### src/lsd_pkg.sv
`default_nettype none

package lsd_pkg;

   localparam int LEDS_PER_STRIP = 256;
   localparam int CHANNELS       = 16;
   localparam int WORDS_PER_LED  = 24;
   localparam int STORE_DEPTH    = LEDS_PER_STRIP * WORDS_PER_LED;

   localparam int LED_W   = (LEDS_PER_STRIP > 1) ? $clog2(LEDS_PER_STRIP) : 1;
   localparam int CH_W    = (CHANNELS > 1) ? $clog2(CHANNELS) : 1;
   localparam int WBIT_W  = $clog2(WORDS_PER_LED);
   localparam int WORD_W  = 13;
   localparam int TICK_W  = 16;
   localparam int DEAD_W  = 8;
   localparam int PIN_W   = 16;
   localparam int CSR_IDX_W  = 3;
   localparam int CSR_DATA_W = 16;
   localparam int REQ_DATA_W = 56;
   localparam int RSP_DATA_W = 24;

   localparam logic [CSR_IDX_W-1:0] CSR_BIT_PERIOD_LAST = 3'd0;
   localparam logic [CSR_IDX_W-1:0] CSR_DATA_PHASE_TICK = 3'd1;
   localparam logic [CSR_IDX_W-1:0] CSR_LOW_PHASE_TICK  = 3'd2;
   localparam logic [CSR_IDX_W-1:0] CSR_DEAD_UPDATES    = 3'd3;
   localparam logic [CSR_IDX_W-1:0] CSR_HIGH_PATTERN    = 3'd4;
   localparam logic [CSR_IDX_W-1:0] CSR_LOW_PATTERN     = 3'd5;

   typedef enum logic [1:0] {
      FUNC_TICK  = 2'd0,
      FUNC_PIXEL = 2'd1,
      FUNC_SEND  = 2'd2,
      FUNC_NOP   = 2'd3
   } func_type;

   typedef enum logic [1:0] {
      PH_IDLE,
      PH_DATA,
      PH_DEAD
   } phase_type;

   typedef enum logic [1:0] {
      PIN_HOLD,
      PIN_HIGH,
      PIN_LOW,
      PIN_DATA
   } pin_act_type;

   typedef struct packed {
      logic [TICK_W-1:0] bit_period_last;
      logic [TICK_W-1:0] data_phase_tick;
      logic [TICK_W-1:0] low_phase_tick;
      logic [DEAD_W-1:0] dead_updates;
      logic [PIN_W-1:0]  high_pattern;
      logic [PIN_W-1:0]  low_pattern;
   } cfg_type;

   typedef struct packed {
      func_type                 op;
      logic [CH_W-1:0]          channel;
      logic [LED_W-1:0]         led;
      logic [WORDS_PER_LED-1:0] slice;
      logic [WORD_W-1:0]        word_total;
   } item_type;

   typedef struct packed {
      logic                     en;
      logic [LED_W-1:0]         led;
      logic [CH_W-1:0]          channel;
      logic [WORDS_PER_LED-1:0] slice;
   } store_wr_type;

   typedef struct packed {
      logic              en;
      logic [LED_W-1:0]  led;
      logic [WBIT_W-1:0] wbit;
   } store_rd_type;

   // word i of an LED: green then red then blue, msb first
   function automatic logic [WORDS_PER_LED-1:0] pixel_slice(input logic [7:0] red,
                                                            input logic [7:0] green,
                                                            input logic [7:0] blue);
      logic [WORDS_PER_LED-1:0] s;
      s = '0;
      for (int i = 0; i < 8; i++) begin
         s[i]      = green[7-i];
         s[8 + i]  = red[7-i];
         s[16 + i] = blue[7-i];
      end
      return s;
   endfunction

endpackage

`default_nettype wire

### src/lsd_front.sv
`default_nettype none

module lsd_front
   import lsd_pkg::*;
(
   input  wire logic                  clock,
   input  wire logic                  reset,
   input  wire logic                  store_ready,
   input  wire logic                  req_tvalid,
   output logic                       req_tready,
   // func, channel, led_index, red, green, blue, word_count, zero pad
   input  wire logic [REQ_DATA_W-1:0] req_tdata,
   input  wire logic                  pop,
   output item_type                   item,
   output logic                       item_valid
);

   item_type           q_ff [2];
   logic               wr_ptr_ff, wr_ptr_in;
   logic               rd_ptr_ff, rd_ptr_in;
   logic [1:0]         count_ff, count_in;
   item_type           cls;
   logic               push;
   logic [1:0]         func_f;
   logic [3:0]         channel_f;
   logic [7:0]         led_f;
   logic [7:0]         red_f, green_f, blue_f;
   logic [WORD_W-1:0]  count_f;
   logic               pixel_ok;

   assign func_f    = req_tdata[1:0];
   assign channel_f = req_tdata[5:2];
   assign led_f     = req_tdata[13:6];
   assign red_f     = req_tdata[21:14];
   assign green_f   = req_tdata[29:22];
   assign blue_f    = req_tdata[37:30];
   assign count_f   = req_tdata[50:38];

   assign pixel_ok = (int'(channel_f) < CHANNELS) && (int'(led_f) < LEDS_PER_STRIP);

   always_comb begin
      cls.channel    = CH_W'(channel_f);
      cls.led        = LED_W'(led_f);
      cls.slice      = pixel_slice(red_f, green_f, blue_f);
      cls.word_total = (int'(count_f) > STORE_DEPTH) ? WORD_W'(STORE_DEPTH) : count_f;
      case (func_f)
         FUNC_TICK:  cls.op = FUNC_TICK;
         FUNC_PIXEL: cls.op = pixel_ok ? FUNC_PIXEL : FUNC_NOP;
         FUNC_SEND:  cls.op = FUNC_SEND;
         default:    cls.op = FUNC_NOP;
      endcase
   end

   assign req_tready = store_ready && (count_ff != 2'd2);
   assign push       = req_tvalid && req_tready;
   assign item_valid = (count_ff != 2'd0);
   assign item       = q_ff[rd_ptr_ff];

   always_comb begin
      wr_ptr_in = push ? !wr_ptr_ff : wr_ptr_ff;
      rd_ptr_in = pop ? !rd_ptr_ff : rd_ptr_ff;
      count_in  = count_ff + 2'(push) - 2'(pop);
   end

   always_ff @(posedge clock) begin
      if (reset) begin
         wr_ptr_ff <= 1'b0;
         rd_ptr_ff <= 1'b0;
         count_ff  <= '0;
      end else begin
         wr_ptr_ff <= wr_ptr_in;
         rd_ptr_ff <= rd_ptr_in;
         count_ff  <= count_in;
      end
   end

   always_ff @(posedge clock) begin
      if (push) begin
         q_ff[wr_ptr_ff] <= cls;
      end
   end

endmodule

`default_nettype wire

### config.mk
export PLATFORM = sky130hd
export DESIGN_NAME = lsd_front
export DESIGN_NICKNAME = d
export VERILOG_FILES = /design/src/lsd_pkg.sv /design/src/lsd_front.sv
export SDC_FILE = /design/constraint.sdc
export NUM_CORES = 1
export LEC_CHECK = 0
export BUFFER_PORTS_ARGS = -buffer_cell sky130_fd_sc_hd__buf_2
export CAP_MARGIN = 0
export CORE_MARGIN = 4
export CORE_UTILIZATION = 30
export CTS_CLUSTER_DIAMETER = 200
export DETAILED_ROUTE_END_ITERATION = 8
export GPL_ROUTABILITY_DRIVEN = 0
export RECOVER_POWER = 100
export SYNTH_ARGS = -nofsm -noshare
export SYNTH_HDL_FRONTEND = slang
export SYNTH_SLANG_ARGS = --single-unit
### constraint.sdc
create_clock -name clock -period 4.65 [get_ports clock]
set_clock_uncertainty 0.15 [all_clocks]
set_input_delay 0.465 -clock clock [delete_from_list [all_inputs] [get_ports clock]]
set_output_delay 0.465 -clock clock [all_outputs]
set_load 0.1 [all_outputs]
==> results of run 1 <==
-- worst max-delay path, cell delays in order, from the launching register on --
cell and delay (ps):
dfxtp_2 1520, mux2_2 370, buf_2 440
-- cell families after synthesis --
kind of cell | after synthesis | share of synthesized area, %
flops | 107 | 74.2
mux | 52 | 18.1
simple gates | 26 | 3.52
buf+inv | 12 | 3.14
xor+xnor | 2 | 0.411
fa+ha+maj | 2 | 0.587
-- power breakdown --
group	total (mW)	switching, mW	internal, mW	leakage [nW]
clock	0.746	0.314	0.432	0.141
combinational	0.559	0.425	0.134	0.849
sequential	1.15	0.0369	1.11	0.977
total	2.45	0.776	1.68	1.97
-- registers in the layout, summed over array words and instances (netlist names), named ones only --
name / cells
count_ff: 2
rd_ptr_ff: 1
q_ff: 102
wr_ptr_ff: 1
-- layout make-up --
class | count | area, µm²
clock buffers | 14 | 254
fillers | 1343 | 8700
repair buffers | 110 | 528
inverters | 1 | 3.75
well taps | 180 | 225
multi-input cells | 82 | 968
flip-flops and latches | 107 | 3160
clock inverters | 2 | 35.0
-- through the flow --
stage / utilization (%) / area, µm² / power [mW]
floorplan: - / 4260 / 1.66
global placement: 35.5 / 4930 / 1.73
detailed placement: 35.5 / 4930 / 1.74
CTS: 37.6 / 5220 / 2.49
global route: 37.3 / 5180 / 2.55
finish: 37.3 / 5180 / 2.45
-- metal layers --
metal	track usage (%)	share of wire (%)	up-vias
met5	0	0	-
met4	3.41	1.5	0
met3	4.39	7.3	9
met2	14.9	49	73
met1	10.7	43	1003
li1	-	-	981
-- placed cells by master, fill, tap and decap left out, types with 2 or more instances in the layout --
cell type  count
buf_2         89
dfxtp_1        4
clkbuf_1      24
and2_0        13
mux2_2         2
mux2_4        50
nor2b_1        2
ha_1           2
clkbuf_16      9
nor2_1         4
edfxtp_1     102
-- synth_stat cells --
library cell	count
and2_1	13
and3_1	1
buf_12	5
buf_6	1
clkbuf_1	5
dfxtp_1	5
edfxtp_1	102
ha_1	2
inv_1	1
mux2_2	2
mux2_4	50
nand2_1	1
nand2b_1	1
nand3_2	1
nor2_1	5
nor2b_1	2
nor3_1	1
or2_2	1
xnor2_1	1
xor2_1	1
-- path summary, 6_finish.rpt --
check / from / endpoint / cells past startpoint
setup reg to reg: count_ff[0] / q_ff[0][1] / 4
hold reg to reg: rd_ptr_ff / register / 2
hold / removal: req_tdata[9] / q_ff[1][40] / 1
setup / recovery: register / item[50] / 2
==> results.sh, run 1 <==
export IMPL_status="finished with violations"
export IMPL_violations="max-capacitance violations, max-slew violations"
export IMPL_critPathCaptureType="output pin"
export IMPL_r2r_slack_ps=1570
export IMPL_crit_fanout=51
export IMPL_drc_errors=0
export IMPL_syn_avg_cell_area_um2=21.2
export IMPL_coreArea_um2=13900
export IMPL_grt_pass1_wl_mm=11.2
export IMPL_cp_arrival_ps=2710
export IMPL_pin_count=114
export IMPL_numCtsBuffers=9
export IMPL_finalCritPeriodShare_pct=71.5
export IMPL_vias=2066
export IMPL_synth_top_cell_by_area="edfxtp_1"
export IMPL_max_cap_viol_count=2
export IMPL_final_cells=496
export IMPL_first_global_vias=2206
export IMPL_place_ws_ps=2220
export IMPL_hold_violations=0
export IMPL_drt_iter0_drc=75
export IMPL_ys_seq_elements=107
export IMPL_nNetsFinal=374
export IMPL_syn_area_um2=4260
export IMPL_grt_usage_pct=9.22
export IMPL_synthCells=201
export IMPL_crit_path_start_kind="register"
export IMPL_htree_levels=3
export IMPL_grt_max_degree=52
export IMPL_post_place_cells=480
export IMPL_worstMarginPinSlew_ps=1780
export IMPL_die_height_um=127
export IMPL_cts_tree="yes"
export IMPL_overflow=0
export IMPL_synth_cell_types=20
export IMPL_via_per_inst=4.17
export IMPL_area_growth_pct=21.5
export IMPL_cts_root_buf="clkbuf_16"
export IMPL_start_util_pct=30.7
export IMPL_synth_seq_area_share_pct=74.2
export IMPL_clockBufferDepth=2
export IMPL_cts_setup_buffers=0
export IMPL_fin_crit_ps=3320
export IMPL_cts_hold_buffers=0
export IMPL_p_per_area_nw_per_um2=473
export IMPL_worstPathRequired_ps=4030
export IMPL_syn_num_nets=264
export IMPL_synth_top_area_share_pct=71.9
export IMPL_rows=43
export IMPL_setup_violations=0
export IMPL_numClockSinks=107
export IMPL_power_leakage_nw=1.97
export IMPL_clk_pin_slew_ps=70
export IMPL_worst_slack_ps=1330
export IMPL_timing_fmax_ghz=0.301
export IMPL_die_area_um2=16200
export IMPL_rsz0062_at_grt="false"
export IMPL_whs_ps=156
export IMPL_cts_repair_resized=0
export IMPL_ys_top_cells_by_area="edfxtp_1 (72%), mux2_4 (18%), buf_12 (2.3%)"
export IMPL_maxSlewViolCount=78
export IMPL_wl_mm=7.28
export IMPL_setup_tns_ps=0
export IMPL_ir_worst_vdd_mv=0.233
export IMPL_clk_insertion_delay_late_ps=340
export IMPL_timing_worst_setup_path_type="reg -> out"
export IMPL_antenna_found_initial=0
export IMPL_drive_above_1_share_pct=49.7
export IMPL_ys_warn_count=0
export IMPL_portBuffers=108
export IMPL_diodes=0
export IMPL_first_pass_iters=4
export IMPL_slew_headroom_pct=-18.4
export IMPL_wl_per_cell_um=14.7
export IMPL_hp_class="in -> reg"
export IMPL_ant_nets=0
export IMPL_die_x_um=127
export IMPL_dpl_hpwl_mm=4.83
Power figures use the tool's default switching activity.
==> inputs of run 2 (changes only) <==
==> constraint.sdc (replaced) <==
create_clock -name clock -period 3 [get_ports clock]
set_clock_uncertainty 0.15 [all_clocks]
set_input_delay 0.3 -clock clock [delete_from_list [all_inputs] [get_ports clock]]
set_output_delay 0.3 -clock clock [all_outputs]
set_load 0.1 [all_outputs]
==> run 2 against run 1 <==
The run now ends clean. First-iteration DRC count up 16%. Die area did not move. Critical path depth increased by 1. Critical path type unchanged. Critical endpoint is now item[10].
==> results.sh, run 2 (synthesized netlist as in run 1, its figures left out) <==
export IMPL_status="complete, no violations"
export IMPL_clockBufferDepth=2
export IMPL_layout_commonest_cell="edfxtp_1"
export IMPL_first_pass_iters=4
export IMPL_worstMarginPinSlew_ps=1460
export IMPL_pin_count=114
export IMPL_area_growth_pct=31.0
export IMPL_via_per_inst=4.07
export IMPL_hp_class="in -> reg"
export IMPL_final_cell_mix="edfxtp_1 (102), mux2_4 (50), clkbuf_1 (48), buf_2 (48), dlygate4sd3_1 (40)"
export IMPL_setup_tns_ps=0
export IMPL_wl_per_cell_um=14.1
export IMPL_largest_register="q_ff"
export IMPL_coreArea_um2=13900
export IMPL_cp_arrival_ps=2120
export IMPL_die_x_um=127
export IMPL_grt_max_degree=30
export IMPL_wl_mm=7.58
export IMPL_design_area_um2=5580
export IMPL_post_place_cells=483
export IMPL_ant_nets=0
export IMPL_drt_iter0_drc=87
export IMPL_dpl_hpwl_mm=5.02
export IMPL_drc_errors=0
export IMPL_crit_path_start_kind="register"
export IMPL_place_ws_ps=956
export IMPL_max_cap_viol_count=0
export IMPL_largest_register_ffs=102
export IMPL_start_util_pct=30.7
export IMPL_grt_met2_usage_pct=16.6
export IMPL_p_per_area_nw_per_um2=691
export IMPL_nNetsFinal=417
export IMPL_die_height_um=127
export IMPL_ir_worst_vdd_mv=0.255
export IMPL_postPlaceCellArea_um2=4970
export IMPL_clk_pin_slew_ps=60
export IMPL_cts_root_buf="clkbuf_16"
export IMPL_cts_repair_resized=0
export IMPL_maxSlewViolCount=0
export IMPL_grt_pass1_wl_mm=11.9
export IMPL_numClockSinks=107
export IMPL_worstPathRequired_ps=2550
export IMPL_first_global_vias=2447
export IMPL_setup_violations=0
export IMPL_rsz0062_at_grt="false"
export IMPL_fin_crit_ps=2570
export IMPL_reg_top3="q_ff: 102 flops, count_ff: 2 flops"
export IMPL_use_met3_pct=3.89
export IMPL_r2r_slack_ps=580
export IMPL_finalCritPeriodShare_pct=85.7
export IMPL_top_usage_layer="met2"
export IMPL_vias=2188
export IMPL_grt_util_met1_pct=10.6
export IMPL_grt_usage_pct=9.61
export IMPL_clk_insertion_delay_late_ps=340
export IMPL_crit_fanout=23
export IMPL_timing_worst_setup_path_type="reg -> out"
export IMPL_power_leakage_nw=2.08
export IMPL_diodes=0
export IMPL_die_area_um2=16200
export IMPL_critPathCaptureType="output pin"
export IMPL_htree_levels=3
export IMPL_portBuffers=108
export IMPL_antenna_found_initial=0
export IMPL_r2r_start="count_ff[0]"
export IMPL_slew_headroom_pct=2.93
export IMPL_timing_fmax_ghz=0.389
export IMPL_numCtsBuffers=9
export IMPL_rows=43
export IMPL_hold_violations=0
export IMPL_drive_above_1_share_pct=36.7
export IMPL_cts_tree="yes"
export IMPL_final_cells=537
export IMPL_worst_slack_ps=428
export IMPL_hold_path_startpoint="reset"
export IMPL_overflow=0
export IMPL_cts_setup_buffers=0
==> run 2: changes by cell type in the layout (fill, tap and decap cells not counted), sizes merged <==
cell,change
clkinv,+1
dlygate4sd3,+40
clkbuf,+39
bufinv,+1
buf,-40
==> run 2: path summary, 6_finish.rpt <==
| path | endpoint | cells after the start |
|---|---|---|
| min | register | 2 |
| min reg2reg | rd_ptr_ff | 2 |
| max | item[10] | 3 |
| max reg2reg | q_ff[0][24] | 4 |
==> run 2: where the power goes <==
part / leakage [nW] / total [mW] / switching, mW / internal [mW]
sequential: 0.977 / 1.75 / 0.0323 / 1.72
clock: 0.143 / 1.18 / 0.466 / 0.716
combinational: 0.958 / 0.922 / 0.694 / 0.228
total: 2.08 / 3.86 / 1.19 / 2.66
==> run 2: what timing repair did <==
action	CTS	global route
hold buffers	40	0
setup endpoints to repair	0	0
endpoints found under the hold margin	80	0
==> run 2: cell type report <==
cell class | count | area (µm²)
clock buffer | 10 | 229
multi-input combinational | 82 | 968
tap | 180 | 225
fill | 1334 | 8300
inverter | 1 | 3.75
timing repair buffer | 153 | 923
clock inverter | 4 | 67.6
sequential | 107 | 3170
==> run 2: layer usage <==
| layer | up-vias | part of all wire [%] |
|---|---|---|
| met4 | 0 | 1.5 |
| met3 | 12 | 6.5 |
| met5 | - | 0 |
| met1 | 1050 | 42 |
| li1 | 1061 | - |
| met2 | 65 | 50 |
==> run 2: worst max-delay path, cell delays in order, from the launching register on <==
cell      delay, ps
dfxtp_4         560
clkbuf_4        540
mux2_4          240
buf_2           420
==> run 2: through the flow <==
stage	util [%]	total power, mW	hold WS (ps)
finish	40.2	3.86	51.8
global route	40.2	4.02	46.4
CTS	40.9	3.94	32.4
detailed placement	35.8	2.70	344
global placement	35.8	2.69	338
floorplan	-	2.58	222
==> inputs of run 3 (changes only) <==
--- a/config.mk
+++ b/config.mk
@@ -7,11 +7,14 @@
 export LEC_CHECK = 0
 export BUFFER_PORTS_ARGS = -buffer_cell sky130_fd_sc_hd__buf_2
 export CAP_MARGIN = 0
+export CELL_PAD_IN_SITES_DETAIL_PLACEMENT = 0
+export CELL_PAD_IN_SITES_GLOBAL_PLACEMENT = 1
 export CORE_MARGIN = 4
 export CORE_UTILIZATION = 30
 export CTS_CLUSTER_DIAMETER = 200
 export DETAILED_ROUTE_END_ITERATION = 8
 export GPL_ROUTABILITY_DRIVEN = 0
+export PLACE_DENSITY_LB_ADDON = 0.1
 export RECOVER_POWER = 100
 export SYNTH_ARGS = -nofsm -noshare
 export SYNTH_HDL_FRONTEND = slang
==> constraint.sdc (replaced) <==
create_clock -name clock -period 3 [get_ports clock]
set_clock_uncertainty 0.15 [all_clocks]
set_input_delay 0.3 -clock clock [delete_from_list [all_inputs] [get_ports clock]]
set_output_delay 0.3 -clock clock [all_outputs]
set_load 0.02 [all_outputs]
==> run 3 against run 2 <==
Die area unchanged. Critical path depth unchanged. Final cell count increased by 0.19%. Clock power down 6%. Non-clock buffer count unchanged. Setup slack improved by 110 ps. First-iteration DRC count is 9.2% higher. Sequential power is essentially flat. Power down 15%. Combinational power down 55%. Global-route usage up 0.62 points. Cell area decreased by 3.2%. Largest power group unchanged.
==> results.sh, run 3 (synthesized netlist as in run 1, its figures left out) <==
export IMPL_status="complete, no violations"
export IMPL_power_leakage_nw=1.95
export IMPL_clk_insertion_delay_late_ps=340
export IMPL_die_height_um=127
export IMPL_wl_mm=8.05
export IMPL_area_growth_pct=26.9
export IMPL_ant_nets=0
export IMPL_fin_total_pwr_mw=3.28
export IMPL_crit_slowest_cell="dfxtp_4"
export IMPL_setup_tns_ps=0
export IMPL_crit_fanout=26
export IMPL_wl_per_cell_um=15.0
export IMPL_drt_iter0_drc=95
export IMPL_overflow=0
export IMPL_fillers=1341
export IMPL_drt_met1_wl_mm=3.47
export IMPL_drive_above_1_share_pct=28.2
export IMPL_timing_worst_setup_path_type="reg -> out"
export IMPL_cp_depth=3
export IMPL_rsz0062_at_grt="false"
export IMPL_hold_depth=2
export IMPL_grt_pass1_wl_mm=12.1
export IMPL_cp_top_family="buffers and inverters"
export IMPL_setup_violations=0
export IMPL_cts_tree="yes"
export IMPL_dpl_hpwl_mm=5.22
export IMPL_p_sw_share_pct=22.8
export IMPL_critPathBufInv=2
export IMPL_slew_headroom_pct=4.52
export IMPL_timing_fmax_ghz=0.405
export IMPL_start_util_pct=30.7
export IMPL_layout_commonest_cell="edfxtp_1"
export IMPL_post_route_util_pct=39.0
export IMPL_die_x_um=127
export IMPL_worstPathRequired_ps=2550
export IMPL_crit_path_start_kind="register"
export IMPL_p_per_area_nw_per_um2=606
export IMPL_finalCritPeriodShare_pct=82.2
export IMPL_die_area_um2=16200
export IMPL_met3_length_um=605
export IMPL_antenna_found_initial=0
export IMPL_grt_max_degree=28
export IMPL_r2r_start="count_ff[0]"
export IMPL_first_global_vias=2360
export IMPL_clk_pin_slew_ps=60
export IMPL_hold_violations=0
export IMPL_drc_errors=0
export IMPL_via_per_inst=4.07
export IMPL_diodes=0
export IMPL_pin_count=114
export IMPL_cp_arrival_ps=2020
export IMPL_first_pass_iters=4
export IMPL_hp_class="in -> reg"
export IMPL_hold_path_startpoint="reset"
export IMPL_coreArea_um2=13900
export IMPL_critPathCaptureType="output pin"
export IMPL_r2r_end="q_ff[1][50]"
export IMPL_nNetsFinal=417
export IMPL_numCtsBuffers=9
export IMPL_total_switching_power_uw=746
export IMPL_worstMarginPinSlew_ps=1430
export IMPL_pwr_share_clk_pct=33.9
export IMPL_comb_power_share_pct=12.8
export IMPL_ir_worst_vdd_mv=0.356
export IMPL_crit_path_max_incr_delay_ps=600
export IMPL_whs_endpoint="count_ff[0]"
export IMPL_dr_max_layer_used="met4"
export IMPL_seqPwrFrac_pct=53.4
export IMPL_fin_crit_ps=2470
export IMPL_p_int_mw=2.53
export IMPL_wl_met2_mm=3.82
export IMPL_numClockSinks=107
export IMPL_cts_setup_buffers=0
export IMPL_vias=2192
export IMPL_rows=43
export IMPL_cts_root_buf="clkbuf_16"
export IMPL_largest_register="q_ff"
export IMPL_path_cells="clkbuf_4 > mux2_1 > buf_2"
export IMPL_final_cell_mix="edfxtp_1 (102), buf_2 (79), mux2_1 (47)"
export IMPL_htree_levels=3
export IMPL_reg_top3="q_ff: 102 flops, count_ff: 2 flops"
export IMPL_clockBufferDepth=2
export IMPL_grt_usage_pct=10.2
export IMPL_largest_register_ffs=102
export IMPL_reg2reg_depth=4
export IMPL_maxSlewViolCount=0
export IMPL_portBuffers=108
export IMPL_max_cap_viol_count=0
export IMPL_r2r_slack_ps=580
[run 3: worst max path at each step]
stage | endpoint | from | slack (ps)
6_report | item[47] | register | 530
5_1_grt | item[3] | register | 390
4_1_cts | item[47] | register | 630
3_5_place_dp | item[3] | register | 1020
3_3_place_gp | item[48] | register | 1010
2_1_floorplan | q_ff[1][0] | count_ff[0] | 430
[run 3: power by group through the flow]
stage / Sequential (mW) / Clock [mW] / Combinational [mW]
after floorplan: 1.77 / 0 / 0.349
after global placement: 1.79 / 0 / 0.461
after detailed placement: 1.79 / 0 / 0.462
after CTS: 1.76 / 1.16 / 0.506
after global routing: 1.76 / 1.22 / 0.457
final: 1.75 / 1.11 / 0.418
[run 3: cell type report]
| class | count | area [µm²] | area share, % |
|---|---|---|---|
| Clock buffer | 11 | 233 | 4.30 |
| Clock inverter | 4 | 42.5 | 0.787 |
| Inverter | 1 | 3.75 | 0.0694 |
| Multi-Input combinational cell | 82 | 792 | 14.6 |
| Sequential cell | 107 | 3170 | 58.6 |
| Tap cell | 180 | 225 | 4.16 |
| Timing Repair Buffer | 153 | 945 | 17.5 |
[run 3: stage by stage]
stage / setup slack (ps) / hold slack, ps / std cells / cell area [µm²]
2_1_floorplan: 434 / 222 / 201 / 4270
3_3_place_gp: 1010 / 339 / 483 / 4970
3_5_place_dp: 1020 / 341 / 483 / 4970
5_1_grt: 386 / 59.9 / 538 / 5410
4_1_cts: 632 / 39.9 / 538 / 5650
6_report: 534 / 55.2 / 538 / 5410
[run 3: worst reg2reg max path: cells and delay by family (launching register included)]
family	cells	cell delay, ps
buf+inv	1	580
flops	1	340
simple gates	3	990
[run 3: what timing repair did]
item,4_1_cts,5_1_grt
gates resized for setup,0,0
hold endpoints to repair,80,0
setup endpoints to repair,0,0
hold buffers,40,0
[run 3: layer usage]
layer  up-vias  track usage (%)
li1       1064                -
met1      1045             11.3
met2        71             16.7
met3        12             4.97
met4         0             4.73
met5         -                0
