==> config.mk <==
export PLATFORM = sky130hd
export DESIGN_NAME = lsd_back
export DESIGN_NICKNAME = d
export VERILOG_FILES = /design/src/lsd_pkg.sv /design/src/lsd_back.sv
export SDC_FILE = /design/constraint.sdc
export NUM_CORES = 1
export LEC_CHECK = 0
export CORE_ASPECT_RATIO = 1.4
export CORE_MARGIN = 4
export CORE_UTILIZATION = 60
export CTS_BUF_LIST = sky130_fd_sc_hd__clkbuf_8
export DETAILED_ROUTE_END_ITERATION = 16
export DONT_BUFFER_PORTS = 1
export GPL_ROUTABILITY_DRIVEN = 0
export PLACE_DENSITY = 0.76
export SKIP_LAST_GASP = 1
export SLEW_MARGIN = 40
export SYNTH_ARGS = -nofsm -noshare
export SYNTH_HDL_FRONTEND = slang
export SYNTH_SLANG_ARGS = --single-unit
export TNS_END_PERCENT = 50
==> constraint.sdc <==
create_clock -name clock -period 7.37 [get_ports clock]
set_clock_uncertainty 0.15 [all_clocks]
set_input_delay 1.1055 -clock clock [delete_from_list [all_inputs] [get_ports clock]]
set_output_delay 1.1055 -clock clock [all_outputs]
set_load 0.05 [all_outputs]
==> src/lsd_pkg.sv <==
`default_nettype none

package lsd_pkg;

   localparam int LEDS_PER_STRIP = 256;
   localparam int CHANNELS       = 16;
   localparam int WORDS_PER_LED  = 24;
   localparam int STORE_DEPTH    = LEDS_PER_STRIP * WORDS_PER_LED;

   localparam int LED_W   = (LEDS_PER_STRIP > 1) ? $clog2(LEDS_PER_STRIP) : 1;
   localparam int CH_W    = (CHANNELS > 1) ? $clog2(CHANNELS) : 1;
   localparam int WBIT_W  = $clog2(WORDS_PER_LED);
   localparam int WORD_W  = 13;
   localparam int TICK_W  = 16;
   localparam int DEAD_W  = 8;
   localparam int PIN_W   = 16;
   localparam int CSR_IDX_W  = 3;
   localparam int CSR_DATA_W = 16;
   localparam int REQ_DATA_W = 56;
   localparam int RSP_DATA_W = 24;

   localparam logic [CSR_IDX_W-1:0] CSR_BIT_PERIOD_LAST = 3'd0;
   localparam logic [CSR_IDX_W-1:0] CSR_DATA_PHASE_TICK = 3'd1;
   localparam logic [CSR_IDX_W-1:0] CSR_LOW_PHASE_TICK  = 3'd2;
   localparam logic [CSR_IDX_W-1:0] CSR_DEAD_UPDATES    = 3'd3;
   localparam logic [CSR_IDX_W-1:0] CSR_HIGH_PATTERN    = 3'd4;
   localparam logic [CSR_IDX_W-1:0] CSR_LOW_PATTERN     = 3'd5;

   typedef enum logic [1:0] {
      FUNC_TICK  = 2'd0,
      FUNC_PIXEL = 2'd1,
      FUNC_SEND  = 2'd2,
      FUNC_NOP   = 2'd3
   } func_type;

   typedef enum logic [1:0] {
      PH_IDLE,
      PH_DATA,
      PH_DEAD
   } phase_type;

   typedef enum logic [1:0] {
      PIN_HOLD,
      PIN_HIGH,
      PIN_LOW,
      PIN_DATA
   } pin_act_type;

   typedef struct packed {
      logic [TICK_W-1:0] bit_period_last;
      logic [TICK_W-1:0] data_phase_tick;
      logic [TICK_W-1:0] low_phase_tick;
      logic [DEAD_W-1:0] dead_updates;
      logic [PIN_W-1:0]  high_pattern;
      logic [PIN_W-1:0]  low_pattern;
   } cfg_type;

   typedef struct packed {
      func_type                 op;
      logic [CH_W-1:0]          channel;
      logic [LED_W-1:0]         led;
      logic [WORDS_PER_LED-1:0] slice;
      logic [WORD_W-1:0]        word_total;
   } item_type;

   typedef struct packed {
      logic                     en;
      logic [LED_W-1:0]         led;
      logic [CH_W-1:0]          channel;
      logic [WORDS_PER_LED-1:0] slice;
   } store_wr_type;

   typedef struct packed {
      logic              en;
      logic [LED_W-1:0]  led;
      logic [WBIT_W-1:0] wbit;
   } store_rd_type;

   // word i of an LED: green then red then blue, msb first
   function automatic logic [WORDS_PER_LED-1:0] pixel_slice(input logic [7:0] red,
                                                            input logic [7:0] green,
                                                            input logic [7:0] blue);
      logic [WORDS_PER_LED-1:0] s;
      s = '0;
      for (int i = 0; i < 8; i++) begin
         s[i]      = green[7-i];
         s[8 + i]  = red[7-i];
         s[16 + i] = blue[7-i];
      end
      return s;
   endfunction

endpackage

`default_nettype wire

==> src/lsd_back.sv <==
`default_nettype none

module lsd_back
   import lsd_pkg::*;
(
   input  wire logic              clock,
   input  wire logic              reset,
   input  wire cfg_type           cfg,
   input  wire item_type          item,
   input  wire logic              item_valid,
   output logic                   pop,
   output store_wr_type           store_wr,
   output store_rd_type           store_rd,
   input  wire logic [PIN_W-1:0]  store_word,
   output logic                   rsp_valid,
   input  wire logic              rsp_ready,
   output logic [PIN_W-1:0]       rsp_pins,
   output logic                   rsp_busy
);

   phase_type          phase_ff, phase_in;
   logic [TICK_W-1:0]  tick_ff, tick_in, tick_step;
   logic [WORD_W-1:0]  widx_ff, widx_in, widx_inc;
   logic [WORD_W-1:0]  wtot_ff, wtot_in;
   logic [DEAD_W-1:0]  dead_ff, dead_in;
   logic [LED_W-1:0]   led_ff, led_in;
   logic [WBIT_W-1:0]  wbit_ff, wbit_in;
   pin_act_type        act;
   logic               advance;

   logic               out_valid_ff, out_valid_in;
   logic               out_sel_ff, out_sel_in;
   logic [PIN_W-1:0]   out_pins_ff, out_pins_in;
   logic               out_busy_ff, out_busy_in;

   assign advance   = item_valid && (!out_valid_ff || rsp_ready);
   assign pop       = advance;
   assign tick_step = (tick_ff >= cfg.bit_period_last) ? '0 : tick_ff + 1'b1;
   assign widx_inc  = widx_ff + 1'b1;

   // sequencer next state
   always_comb begin
      phase_in = phase_ff;
      tick_in  = tick_ff;
      widx_in  = widx_ff;
      wtot_in  = wtot_ff;
      dead_in  = dead_ff;
      led_in   = led_ff;
      wbit_in  = wbit_ff;
      if (advance) begin
         case (item.op)
            FUNC_TICK: begin
               if (phase_ff != PH_IDLE) begin
                  tick_in = tick_step;
               end
               if (phase_ff == PH_DATA) begin
                  if (tick_step == cfg.low_phase_tick) begin
                     widx_in = widx_inc;
                     if (wbit_ff == WBIT_W'(WORDS_PER_LED - 1)) begin
                        wbit_in = '0;
                        led_in  = led_ff + 1'b1;
                     end else begin
                        wbit_in = wbit_ff + 1'b1;
                     end
                     if (widx_inc >= wtot_ff) begin
                        phase_in = PH_DEAD;
                     end
                  end
               end else if (phase_ff == PH_DEAD && tick_step == '0) begin
                  if (dead_ff < cfg.dead_updates) begin
                     dead_in = dead_ff + 1'b1;
                  end else begin
                     dead_in  = '0;
                     phase_in = PH_IDLE;
                  end
               end
            end
            FUNC_SEND: begin
               if (phase_ff == PH_IDLE) begin
                  wtot_in  = item.word_total;
                  widx_in  = '0;
                  led_in   = '0;
                  wbit_in  = '0;
                  dead_in  = '0;
                  tick_in  = cfg.bit_period_last;
                  phase_in = (item.word_total == '0) ? PH_DEAD : PH_DATA;
               end
            end
            default: begin
            end
         endcase
      end
   end

   // pin action and store access
   always_comb begin
      act = PIN_HOLD;
      if (item.op == FUNC_TICK && phase_ff == PH_DATA) begin
         if (tick_step == '0) begin
            act = PIN_HIGH;
         end
         if (tick_step == cfg.data_phase_tick) begin
            act = PIN_DATA;
         end
         if (tick_step == cfg.low_phase_tick) begin
            act = PIN_LOW;
         end
      end
      store_rd.en      = advance && (act == PIN_DATA);
      store_rd.led     = led_ff;
      store_rd.wbit    = wbit_ff;
      store_wr.en      = advance && (item.op == FUNC_PIXEL);
      store_wr.led     = item.led;
      store_wr.channel = item.channel;
      store_wr.slice   = item.slice;
   end

   // output word
   always_comb begin
      out_valid_in = out_valid_ff;
      out_sel_in   = out_sel_ff;
      out_pins_in  = out_pins_ff;
      out_busy_in  = out_busy_ff;
      if (rsp_ready) begin
         out_valid_in = 1'b0;
      end
      if (advance) begin
         out_valid_in = 1'b1;
         out_busy_in  = (phase_in != PH_IDLE);
         out_sel_in   = 1'b0;
         case (act)
            PIN_HIGH: out_pins_in = cfg.high_pattern;
            PIN_LOW:  out_pins_in = cfg.low_pattern;
            PIN_DATA: out_sel_in  = 1'b1;
            default:  out_pins_in = rsp_pins;
         endcase
      end
   end

   always_ff @(posedge clock) begin
      if (reset) begin
         phase_ff     <= PH_IDLE;
         tick_ff      <= '0;
         widx_ff      <= '0;
         wtot_ff      <= '0;
         dead_ff      <= '0;
         led_ff       <= '0;
         wbit_ff      <= '0;
         out_valid_ff <= 1'b0;
         out_sel_ff   <= 1'b0;
         out_pins_ff  <= '0;
         out_busy_ff  <= 1'b0;
      end else begin
         phase_ff     <= phase_in;
         tick_ff      <= tick_in;
         widx_ff      <= widx_in;
         wtot_ff      <= wtot_in;
         dead_ff      <= dead_in;
         led_ff       <= led_in;
         wbit_ff      <= wbit_in;
         out_valid_ff <= out_valid_in;
         out_sel_ff   <= out_sel_in;
         out_pins_ff  <= out_pins_in;
         out_busy_ff  <= out_busy_in;
      end
   end

   assign rsp_valid = out_valid_ff;
   assign rsp_pins  = out_sel_ff ? store_word : out_pins_ff;
   assign rsp_busy  = out_busy_ff;

endmodule

`default_nettype wire

==> results of run 1 <==
layout make-up:
cell class / count / area (um2) / share of cell area (%)
clock buffer: 9 / 124 / 1.83
timing repair buffer: 2 / 15.0 / 0.222
inverter: 50 / 188 / 2.78
clock inverter: 7 / 51.3 / 0.759
multi-input combinational: 665 / 4520 / 66.9
antenna: 1 / 2.50 / 0.0370
sequential: 84 / 1680 / 24.9
tap: 141 / 176 / 2.61
final timing paths:
check                         end  slack, ns  cells past startpoint            start
hold / removal    out_pins_ff[11]       0.30                      2  out_pins_ff[11]
setup / recovery     store_rd[13]       1.03                     15          cfg[85]
hold reg to reg   out_pins_ff[11]       0.30                      2  out_pins_ff[11]
setup reg to reg   out_pins_ff[3]       2.10                     17       tick_ff[0]
power by group through the flow:
| stage | Combinational, mW | Clock [mW] | Sequential, mW |
|---|---|---|---|
| global placement | 0.138 | 0 | 0.491 |
| detailed placement | 0.142 | 0 | 0.492 |
| finish | 0.144 | 0.296 | 0.481 |
| CTS | 0.143 | 0.303 | 0.481 |
| floorplan | 0.176 | 0 | 0.484 |
| global route | 0.159 | 0.324 | 0.483 |
routing by layer:
metal | up-vias | global-route usage [%] | wire [um]
met4 | 0 | 13.7 | 826
li1 | 3045 | - | -
met5 | - | 0 | 0
met3 | 64 | 6.97 | 1550
met1 | 3032 | 31.8 | 7030
met2 | 312 | 45.0 | 9200
sequential cells by signal (all words and copies together), names as in the netlist:
name	cells
dead_ff	8
led_ff	8
out_pins_ff	16
out_sel_ff	1
phase_ff	2
rsp_busy	1
rsp_valid	1
tick_ff	16
wbit_ff	5
widx_ff	13
wtot_ff	13
worst max-delay path, cell delays in order:
cell	delay (ns)
inv_1	0.02
ha_1	0.31
a21o_1	0.19
a21o_1	0.19
a2111oi_1	0.70
nand2_1	0.52
nor2_1	0.34
xnor2_1	0.15
nand4_1	0.11
or4_1	0.49
nand2b_1	0.12
and3_1	0.18
ha_2	0.20
nand2_1	0.07
inv_1	0.37
synth_stat cells (all sizes together), types with 7 or more instances:
cell type    n  area share, %
nor4        12            1.4
o32ai        8            1.3
nand2      100            5.5
a211oi       8            1.0
a21oi       80            5.8
o211ai      18            2.0
clkbuf      42            2.3
or4         10            1.1
and3        18            1.6
xnor2       22            3.1
a31oi        9           0.82
nor4b        7           0.99
mux2        18            3.0
a211o        7           0.90
xor2        24            3.1
nor2        53            2.9
nor2b        7           0.64
a22oi       27            3.0
buf         46            4.7
nand3       26            1.9
a21o         9           0.99
ha          44            8.0
dfxtp       84             25
nand4       18            2.0
nand2b       8           0.73
nor3        22            1.6
inv         49            2.7
o21ai       41            3.0
cell usage in the layout (no fill, tap or decap), drive strengths merged, types with 12 or more instances in the layout:
| cell | synthesis | final |
|---|---|---|
| dfxtp | 84 | 84 |
| nor3 | 22 | 22 |
| nor4 | 12 | 12 |
| xor2 | 24 | 24 |
| o211ai | 18 | 18 |
| a21oi | 80 | 80 |
| nor2 | 53 | 53 |
| xnor2 | 22 | 22 |
| a22oi | 27 | 27 |
| nand3 | 26 | 26 |
| o21ai | 41 | 41 |
| mux2 | 18 | 18 |
| and3 | 18 | 18 |
| nand4 | 18 | 18 |
| ha | 44 | 44 |
| nand2 | 100 | 100 |
| inv | 49 | 50 |
stage by stage:
stage	std cells	total power, mW	setup slack, ns
after floorplan	887	0.660	1.69
after global placement	942	0.629	1.25
after detailed placement	942	0.634	1.07
after CTS	958	0.927	1.07
after global routing	958	0.966	0.770
final	959	0.922	1.03
cells by family after synthesis:
kind of cell    after synthesis  synth area share, %
compound gates              243                 23.5
xor+xnor                     50                 7.55
fa+ha+maj                    44                 8.04
buf+inv                     138                 9.72
flops                        84                 24.6
mux                          19                 3.11
simple gates                309                 23.6
==> flow_metrics.env, run 1 <==
export IMPL_die_area_mm2=0.0132
export IMPL_p_comb_share_pct=15.7
export IMPL_holdWs_ns=0.303
export IMPL_drv_cap=0
export IMPL_die_y_um=134
export IMPL_static_leakage_power_nw=2.55
export IMPL_synth_seq_cells=84
export IMPL_synth_edf_count=0
export IMPL_swShare_pct=30.4
export IMPL_dpl_cell_area_mm2=0.00658
export IMPL_syn_cell_area_mm2=0.00685
export IMPL_post_cts_buffers=0
export IMPL_pwr_share_clk_pct=32.1
export IMPL_die_w_um=98.3
export IMPL_drive_gt1_share_pct=7.34
export IMPL_antenna_found_initial=0
export IMPL_slew_violations=0
export IMPL_vias_per_cell=6.73
export IMPL_port_buffers=0
export IMPL_cts_root_buf="clkbuf_8"
export IMPL_synthArstFlopShare_pct=0
export IMPL_cts_tree="done"
export IMPL_final_setup_tns_ns=0
export IMPL_hold_class="reg2reg"
export IMPL_yosysUniqueCellTypes=77
export IMPL_switchingPower_uw=280
export IMPL_ir_drop_uv=72.8
export IMPL_finalHoldViolations=0
export IMPL_wl_per_cell_um=19.4
export IMPL_core_rowCount=45
export IMPL_final_core_util_pct=61.6
export IMPL_synth_seq_area_share_pct=24.6
export IMPL_end_kind="output port"
export IMPL_numCtsBuffers=9
export IMPL_cts_sinks=84
export IMPL_clk_latency_ns=0.36
export IMPL_post_dp_hpwl_um=14200
export IMPL_ctsResizeCount=0
export IMPL_grt_pass1_wl_um=29600
export IMPL_path_clk_slew_ns=0.09
export IMPL_drt_total_wl_um=18600
export IMPL_critPathMaxFanout=17
export IMPL_tightest_slew_ns=0.838
export IMPL_drtIter0Drc=387
export IMPL_synthFlopType="dfxtp_1"
export IMPL_powerDensity_mw_per_mm2=136
export IMPL_drc=0
export IMPL_syn2layout_area_growth_pct=-1.24
export IMPL_cp_required_ns=6.11
export IMPL_status="finished clean"
export IMPL_synthesis_nets=1090
export IMPL_avgSynthCellArea_um2=7.72
export IMPL_cts_buffer_depth=2
export IMPL_initial_core_util_pct=62.3
export IMPL_nFillCells=998
export IMPL_grt_overflow_total=0
export IMPL_setup_viol=0
export IMPL_io_pins=229
export IMPL_finish_instance_area_mm2=0.00676
export IMPL_yosys_warnings=0
export IMPL_grt_max_degree=79
export IMPL_power_internal_uw=642
export IMPL_nNetsFinal=1015
export IMPL_crit_arrival_ns=5.08
export IMPL_rsz0062_at_grt="false"
export IMPL_start_kind="input port"
export IMPL_period_needed_ns=6.34
export IMPL_dr_pass1_iters=5
export IMPL_num_vias=6453
export IMPL_worst_setup_path_type="in2out"
export IMPL_clock_fmax_ghz=0.158
export IMPL_seqPwrFrac_pct=52.2
export IMPL_max_slew_margin_pct=43.9
export IMPL_grt_pass1_vias=6088
export IMPL_h_tree_depth=3
export IMPL_netlist_instances=887
export IMPL_detail_route_antenna_nets=0
export IMPL_cts_hold_buf=0
export IMPL_layout_worst_path_cycle_share_pct=86.0
export IMPL_core_area_mm2=0.0110
export IMPL_gr_usage_all_layers_pct=27.0
Note: power is estimated with default switching activity, not from simulation.
==> inputs of run 2 (changes only) <==
--- a/config.mk
+++ b/config.mk
@@ -13,6 +13,7 @@
 export DONT_BUFFER_PORTS = 1
 export GPL_ROUTABILITY_DRIVEN = 0
 export PLACE_DENSITY = 0.76
+export RECOVER_POWER = 100
 export SKIP_LAST_GASP = 1
 export SLEW_MARGIN = 40
 export SYNTH_ARGS = -nofsm -noshare
==> run 2 against run 1 <==
  * Sequential share of layout area grew 0.19 points
  * Global-route usage unchanged
  * Combinational power hardly changed
  * Via count fell by 0.29%
  * Count of clock-buffer cells in the layout unchanged
  * The flow now finishes with violations (max-capacitance violations, max-slew violations)
  * Clock power about the same
  * Cell area is 0.76% lower
  * Register-to-register slack lost 0.41 ns
  * Largest cell class unchanged
==> flow_metrics.env, run 2 (same netlist as run 1, synthesis figures left out) <==
export IMPL_dr_pass1_iters=8
export IMPL_h_tree_depth=3
export IMPL_crit_slowest_cell="a2111oi_0"
export IMPL_layout_worst_path_cycle_share_pct=89.6
export IMPL_max_slew_margin_pct=-2.28
export IMPL_grt_pass1_wl_um=29600
export IMPL_num_vias=6434
export IMPL_drt_total_wl_um=18800
export IMPL_ir_drop_uv=72.9
export IMPL_grt_overflow_total=0
export IMPL_final_core_util_pct=61.1
export IMPL_detail_route_antenna_nets=0
export IMPL_numCtsBuffers=9
export IMPL_die_w_um=98.3
export IMPL_cts_sinks=84
export IMPL_worst_setup_path_type="in2out"
export IMPL_wl_per_cell_um=19.6
export IMPL_clk_latency_ns=0.35
export IMPL_post_dp_hpwl_um=14200
export IMPL_io_pins=229
export IMPL_finalHoldViolations=0
export IMPL_core_rowCount=45
export IMPL_drive_gt1_share_pct=4.41
export IMPL_clock_fmax_ghz=0.151
export IMPL_post_cts_buffers=0
export IMPL_slowest_delay_ns=0.88
export IMPL_cp_required_ns=6.11
export IMPL_end_kind="output port"
export IMPL_cts_hold_buf=0
export IMPL_hold_class="reg2reg"
export IMPL_violations="max-capacitance violations, max-slew violations"
export IMPL_grt_max_degree=79
export IMPL_holdWs_ns=0.303
export IMPL_final_cell_mix="100 x nand2_1, 84 x dfxtp_1, 80 x a21oi_1, 52 x nor2_1, 49 x inv_1"
export IMPL_ctsResizeCount=0
export IMPL_final_common_cell="nand2_1"
export IMPL_powerDensity_mw_per_mm2=137
export IMPL_period_needed_ns=6.60
export IMPL_static_leakage_power_nw=2.56
export IMPL_cp_cell_sequence="inv_1 -> ha_1 -> a21o_1 -> a21o_1 -> a2111oi_0 -> nand2_1 -> nor2_1 -> xnor2_1 -> nand4_1 -> or4_1 -> nand2b_1 -> and3_1 -> ha_1 -> nand2_1 -> inv_1"
export IMPL_start_kind="input port"
export IMPL_nFillCells=1012
export IMPL_grt_pass1_vias=6088
export IMPL_die_area_mm2=0.0132
export IMPL_tightest_slew_ns=1.53
export IMPL_cts_root_buf="clkbuf_8"
export IMPL_initial_core_util_pct=62.3
export IMPL_status="finished with violations"
export IMPL_critPathMaxFanout=17
export IMPL_die_y_um=134
export IMPL_final_setup_tns_ns=0
export IMPL_place_ws_ns=1.07
export IMPL_rsz0062_at_grt="false"
export IMPL_drtIter0Drc=357
export IMPL_cts_tree="done"
export IMPL_antenna_cells=0
export IMPL_syn2layout_area_growth_pct=-1.99
export IMPL_slew_violations=1
export IMPL_cts_buffer_depth=2
export IMPL_drc=0
export IMPL_drv_cap=1
export IMPL_nNetsFinal=1015
export IMPL_top_regs="out_pins_ff: 16 flops, tick_ff: 16 flops"
export IMPL_path_clk_slew_ns=0.09
export IMPL_core_area_mm2=0.0110
export IMPL_port_buffers=0
export IMPL_antenna_found_initial=0
export IMPL_vias_per_cell=6.72
export IMPL_crit_arrival_ns=5.35
export IMPL_gr_usage_all_layers_pct=27.0
export IMPL_setup_slack_ns=0.766
export IMPL_setup_viol=0
## run 2: cell count changes in the layout (fill, tap and decap cells not counted), moves of 2 or more
cell / before / now
a2111oi_0: 1 / 3
mux2_1: 0 / 16
mux2_2: 18 / 2
o21ai_0: 37 / 39
o21ai_1: 4 / 2
## run 2: per-layer routing
layer	GRT usage [%]	share of wire, %
met4	13.7	4.4
met3	6.97	8.5
met5	0	0
met1	31.8	38
met2	45.0	49
## run 2: area by class of cell
cell class / count / area (um2) / share of cell area, %
tap: 141 / 176 / 2.63
clock buffer: 9 / 124 / 1.85
timing repair buffer: 2 / 15.0 / 0.224
sequential: 84 / 1680 / 25.1
inverter: 50 / 188 / 2.80
multi-input combinational: 665 / 4470 / 66.7
clock inverter: 7 / 51.3 / 0.765
## run 2: worst paths after layout
check / from / depth (start not counted) / slack (ns) / end
worst max-delay path: cfg[85] / 15 / 0.77 / store_rd[13]
worst min-delay path: out_pins_ff[11] / 2 / 0.30 / out_pins_ff[11]
worst max register to register: tick_ff[0] / 15 / 1.69 / out_pins_ff[15]
worst min register to register: out_pins_ff[11] / 2 / 0.30 / out_pins_ff[11]
## run 2: stage by stage
stage	power [mW]	instance area, um2	instances
final	0.919	6710	958
after global routing	0.963	6710	958
after CTS	0.927	6750	958
after detailed placement	0.634	6580	942
after global placement	0.629	6570	942
after floorplan	0.660	6850	887
## run 2: where the power goes
part           internal [mW]  leakage, nW  switching [mW]  total (mW)
registers              0.462        0.679          0.0194       0.482
clock network          0.123       0.0856           0.173       0.296
logic                 0.0549         1.80          0.0865       0.141
## run 2: critical path: cells and delay by family
family / cells / cell delay, ns
buffers and inverters: 2 / 0.40
xor gates and xnor gates: 1 / 0.15
AOI/OAI and AO/OA: 3 / 1.26
adders and majority gates: 2 / 0.51
and+or+nand+nor: 7 / 1.92
==> inputs of run 3 (changes only) <==
--- a/config.mk
+++ b/config.mk
@@ -5,6 +5,7 @@
 export SDC_FILE = /design/constraint.sdc
 export NUM_CORES = 1
 export LEC_CHECK = 0
+export ABC_AREA = 1
 export CORE_ASPECT_RATIO = 1.4
 export CORE_MARGIN = 4
 export CORE_UTILIZATION = 60
==> run 3 against run 2 <==
  * The flow now finishes without violations
  * Highest routed layer unchanged
  * Largest power group unchanged
  * Global-route usage decreased by 0.50 points
  * Maximum frequency increased by 6.3%
  * Sequential share of layout area down 0.55 points
  * Utilization is 0.61 points lower
  * Register-to-register slack improved by 0.64 ns
  * Synthesized cell count rose by 24%
==> flow_metrics.env, run 3 <==
export IMPL_cts_root_buf="clkbuf_8"
export IMPL_slew_violations=0
export IMPL_finalHoldViolations=0
export IMPL_synth_area_leaders="dfxtp_1 24%, nand2_1 14%, ha_1 7.9%, inv_1 6.9%, nor2_1 6.3%"
export IMPL_dr_pass1_iters=5
export IMPL_path_clk_slew_ns=0.09
export IMPL_drt_total_wl_um=17800
export IMPL_clock_fmax_ghz=0.161
export IMPL_yosysTopAreaCell="dfxtp_1"
export IMPL_drv_cap=0
export IMPL_port_buffers=0
export IMPL_dr_wl_met2_um=9010
export IMPL_synth_top_cell_area_share_pct=24.2
export IMPL_drc=0
export IMPL_nFillCells=1186
export IMPL_h_tree_depth=3
export IMPL_worst_setup_path_type="in2out"
export IMPL_syn2layout_area_growth_pct=-1.12
export IMPL_layout_worst_path_cycle_share_pct=84.3
export IMPL_cp_required_ns=6.11
export IMPL_cts_sinks=84
export IMPL_drive_gt1_share_pct=5.96
export IMPL_post_dp_hpwl_um=13700
export IMPL_avgSynthCellArea_um2=6.31
export IMPL_period_needed_ns=6.21
export IMPL_gr_usage_all_layers_pct=26.5
export IMPL_grt_pass1_vias=6324
export IMPL_ir_drop_uv=140
export IMPL_regArea_mm2=0.00168
export IMPL_die_y_um=135
export IMPL_max_slew_margin_pct=24.5
export IMPL_syn_cell_area_mm2=0.00694
export IMPL_synthArstFlopShare_pct=0
export IMPL_cts_buffer_depth=2
export IMPL_maxUsedRoutingLayer="met4"
export IMPL_grt_overflow_total=0
export IMPL_synth_most_common_cell="nand2_1"
export IMPL_nNetsFinal=1239
export IMPL_wl_per_cell_um=15.0
export IMPL_yosys_warnings=0
export IMPL_synth_top_family_by_area="simple AND/OR/NAND/NOR gates"
export IMPL_yosys_top_cells_count="258 x nand2_1, 128 x inv_1, 117 x nor2_1"
export IMPL_die_area_mm2=0.0134
export IMPL_status="finished clean"
export IMPL_setup_viol=0
export IMPL_critPathMaxFanout=35
export IMPL_num_vias=6709
export IMPL_yosys_area_share_simple_pct=34.4
export IMPL_die_w_um=98.9
export IMPL_netlist_instances=1100
export IMPL_synth_seq_area_share_pct=24.2
export IMPL_clk_latency_ns=0.37
export IMPL_crit_arrival_ns=4.96
export IMPL_end_kind="output port"
export IMPL_multi_input_area_mm2=0.00422
export IMPL_ctsResizeCount=0
export IMPL_synth_mux_area_share_pct=0
export IMPL_antenna_found_initial=0
export IMPL_cts_hold_buf=0
export IMPL_powerDensity_mw_per_mm2=165
export IMPL_numCtsBuffers=9
export IMPL_synth_edf_count=0
export IMPL_synth_seq_cells=84
export IMPL_grt_pass1_wl_um=29000
export IMPL_io_pins=229
export IMPL_core_rowCount=46
export IMPL_start_kind="input port"
export IMPL_post_cts_buffers=0
export IMPL_synth_xor_area_share_pct=4.42
export IMPL_rsz0062_at_grt="false"
export IMPL_static_leakage_power_nw=3.09
export IMPL_yosysUniqueCellTypes=43
export IMPL_hold_class="reg2reg"
export IMPL_cts_tree="done"
export IMPL_core_area_mm2=0.0113
export IMPL_final_cell_mix="261 x nand2_1, 130 x inv_1, 116 x nor2_1, 86 x a21oi_1, 84 x dfxtp_1"
export IMPL_grt_max_degree=39
export IMPL_detail_route_antenna_nets=0
export IMPL_finalPower_mw=1.13
export IMPL_vias_per_cell=5.66
export IMPL_final_setup_tns_ns=0
export IMPL_drtIter0Drc=345
export IMPL_top_regs="out_pins_ff: 16 flops, tick_ff: 16 flops"
export IMPL_antenna_cells=0
export IMPL_synthesis_nets=1303
export IMPL_route_met3_wl_um=1330
export IMPL_wl_met1_um=6750
export IMPL_synth_compound_area_share_pct=14.4
export IMPL_tightest_slew_ns=1.13
export IMPL_initial_core_util_pct=61.2
export IMPL_synthFlopType="dfxtp_1"
export IMPL_final_common_cell="nand2_1"
export IMPL_holdWs_ns=0.318
export IMPL_synthAdderAreaFrac_pct=7.94
[run 3: cell types whose count changed after synthesis, moves of 18 or more]
cell,previous run,this run
nand2_1,100,258
a22oi_1,27,0
and3_1,18,0
inv_1,49,128
o21ai_0,37,69
nand3_1,26,65
nand4_1,16,45
nor2_1,52,117
mux2_2,18,0
[run 3: worst max-delay path: stages]
cell      delay, ns
inv_1          0.02
ha_1           0.28
nand2_1        0.07
nor2_1         0.10
nor2_1         0.04
nand2_1        0.05
nand2_1        0.04
nand2_1        0.05
nand2_1        0.65
and2_0         0.63
o21ai_0        0.19
nand2_1        0.08
nor2_1         0.18
nand2_1        0.07
a21boi_0       0.13
nor3_1         0.47
ha_1           0.26
inv_1          0.05
nor2_2         0.47
[run 3: path summary, 6_finish.rpt]
path                                 start           end  slack [ns]  cells past startpoint
worst min register to register  wtot_ff[1]    wtot_ff[1]        0.32                      2
worst max-delay path               cfg[75]  store_rd[13]        1.16                     19
worst max register to register  tick_ff[0]    wbit_ff[1]        2.33                     22
worst min-delay path            wtot_ff[1]    wtot_ff[1]        0.32                      2
[run 3: cell type report]
type	instances	share of cell area (%)
flip-flops and latches	84	24.5
clock buffers	10	2.01
well taps	144	2.63
repair buffers	6	0.602
clock inverters	6	1.17
inverters	137	7.52
multi-input cells	798	61.6
[run 3: metrics by stage]
stage	util (%)	instances	area [um2]	setup WS (ns)
6_report	60.5	1185	6860	1.16
5_1_grt	60.5	1185	6860	0.726
4_1_cts	60.8	1185	6900	1.67
3_5_place_dp	58.9	1169	6680	1.65
3_3_place_gp	58.9	1169	6680	1.46
2_1_floorplan	-	1100	6940	2.31
[run 3: where the power goes]
part / internal [mW] / switching, mW / leakage, nW
Clock: 0.197 / 0.171 / 0.115
Sequential: 0.478 / 0.0316 / 0.687
Combinational: 0.0793 / 0.176 / 2.29
[run 3: cell families after synthesis]
group,Yosys count
AOI/OAI and AO/OA,182
xor gates and xnor gates,35
adders and majority gates,44
buffers and inverters,218
DFF,84
and+or+nand+nor,537
[run 3: metal layers]
layer	global-route usage [%]	vias up
met1	29.3	3003
met2	46.8	235
met5	0	-
met3	6.75	44
li1	-	3427
met4	12.6	0
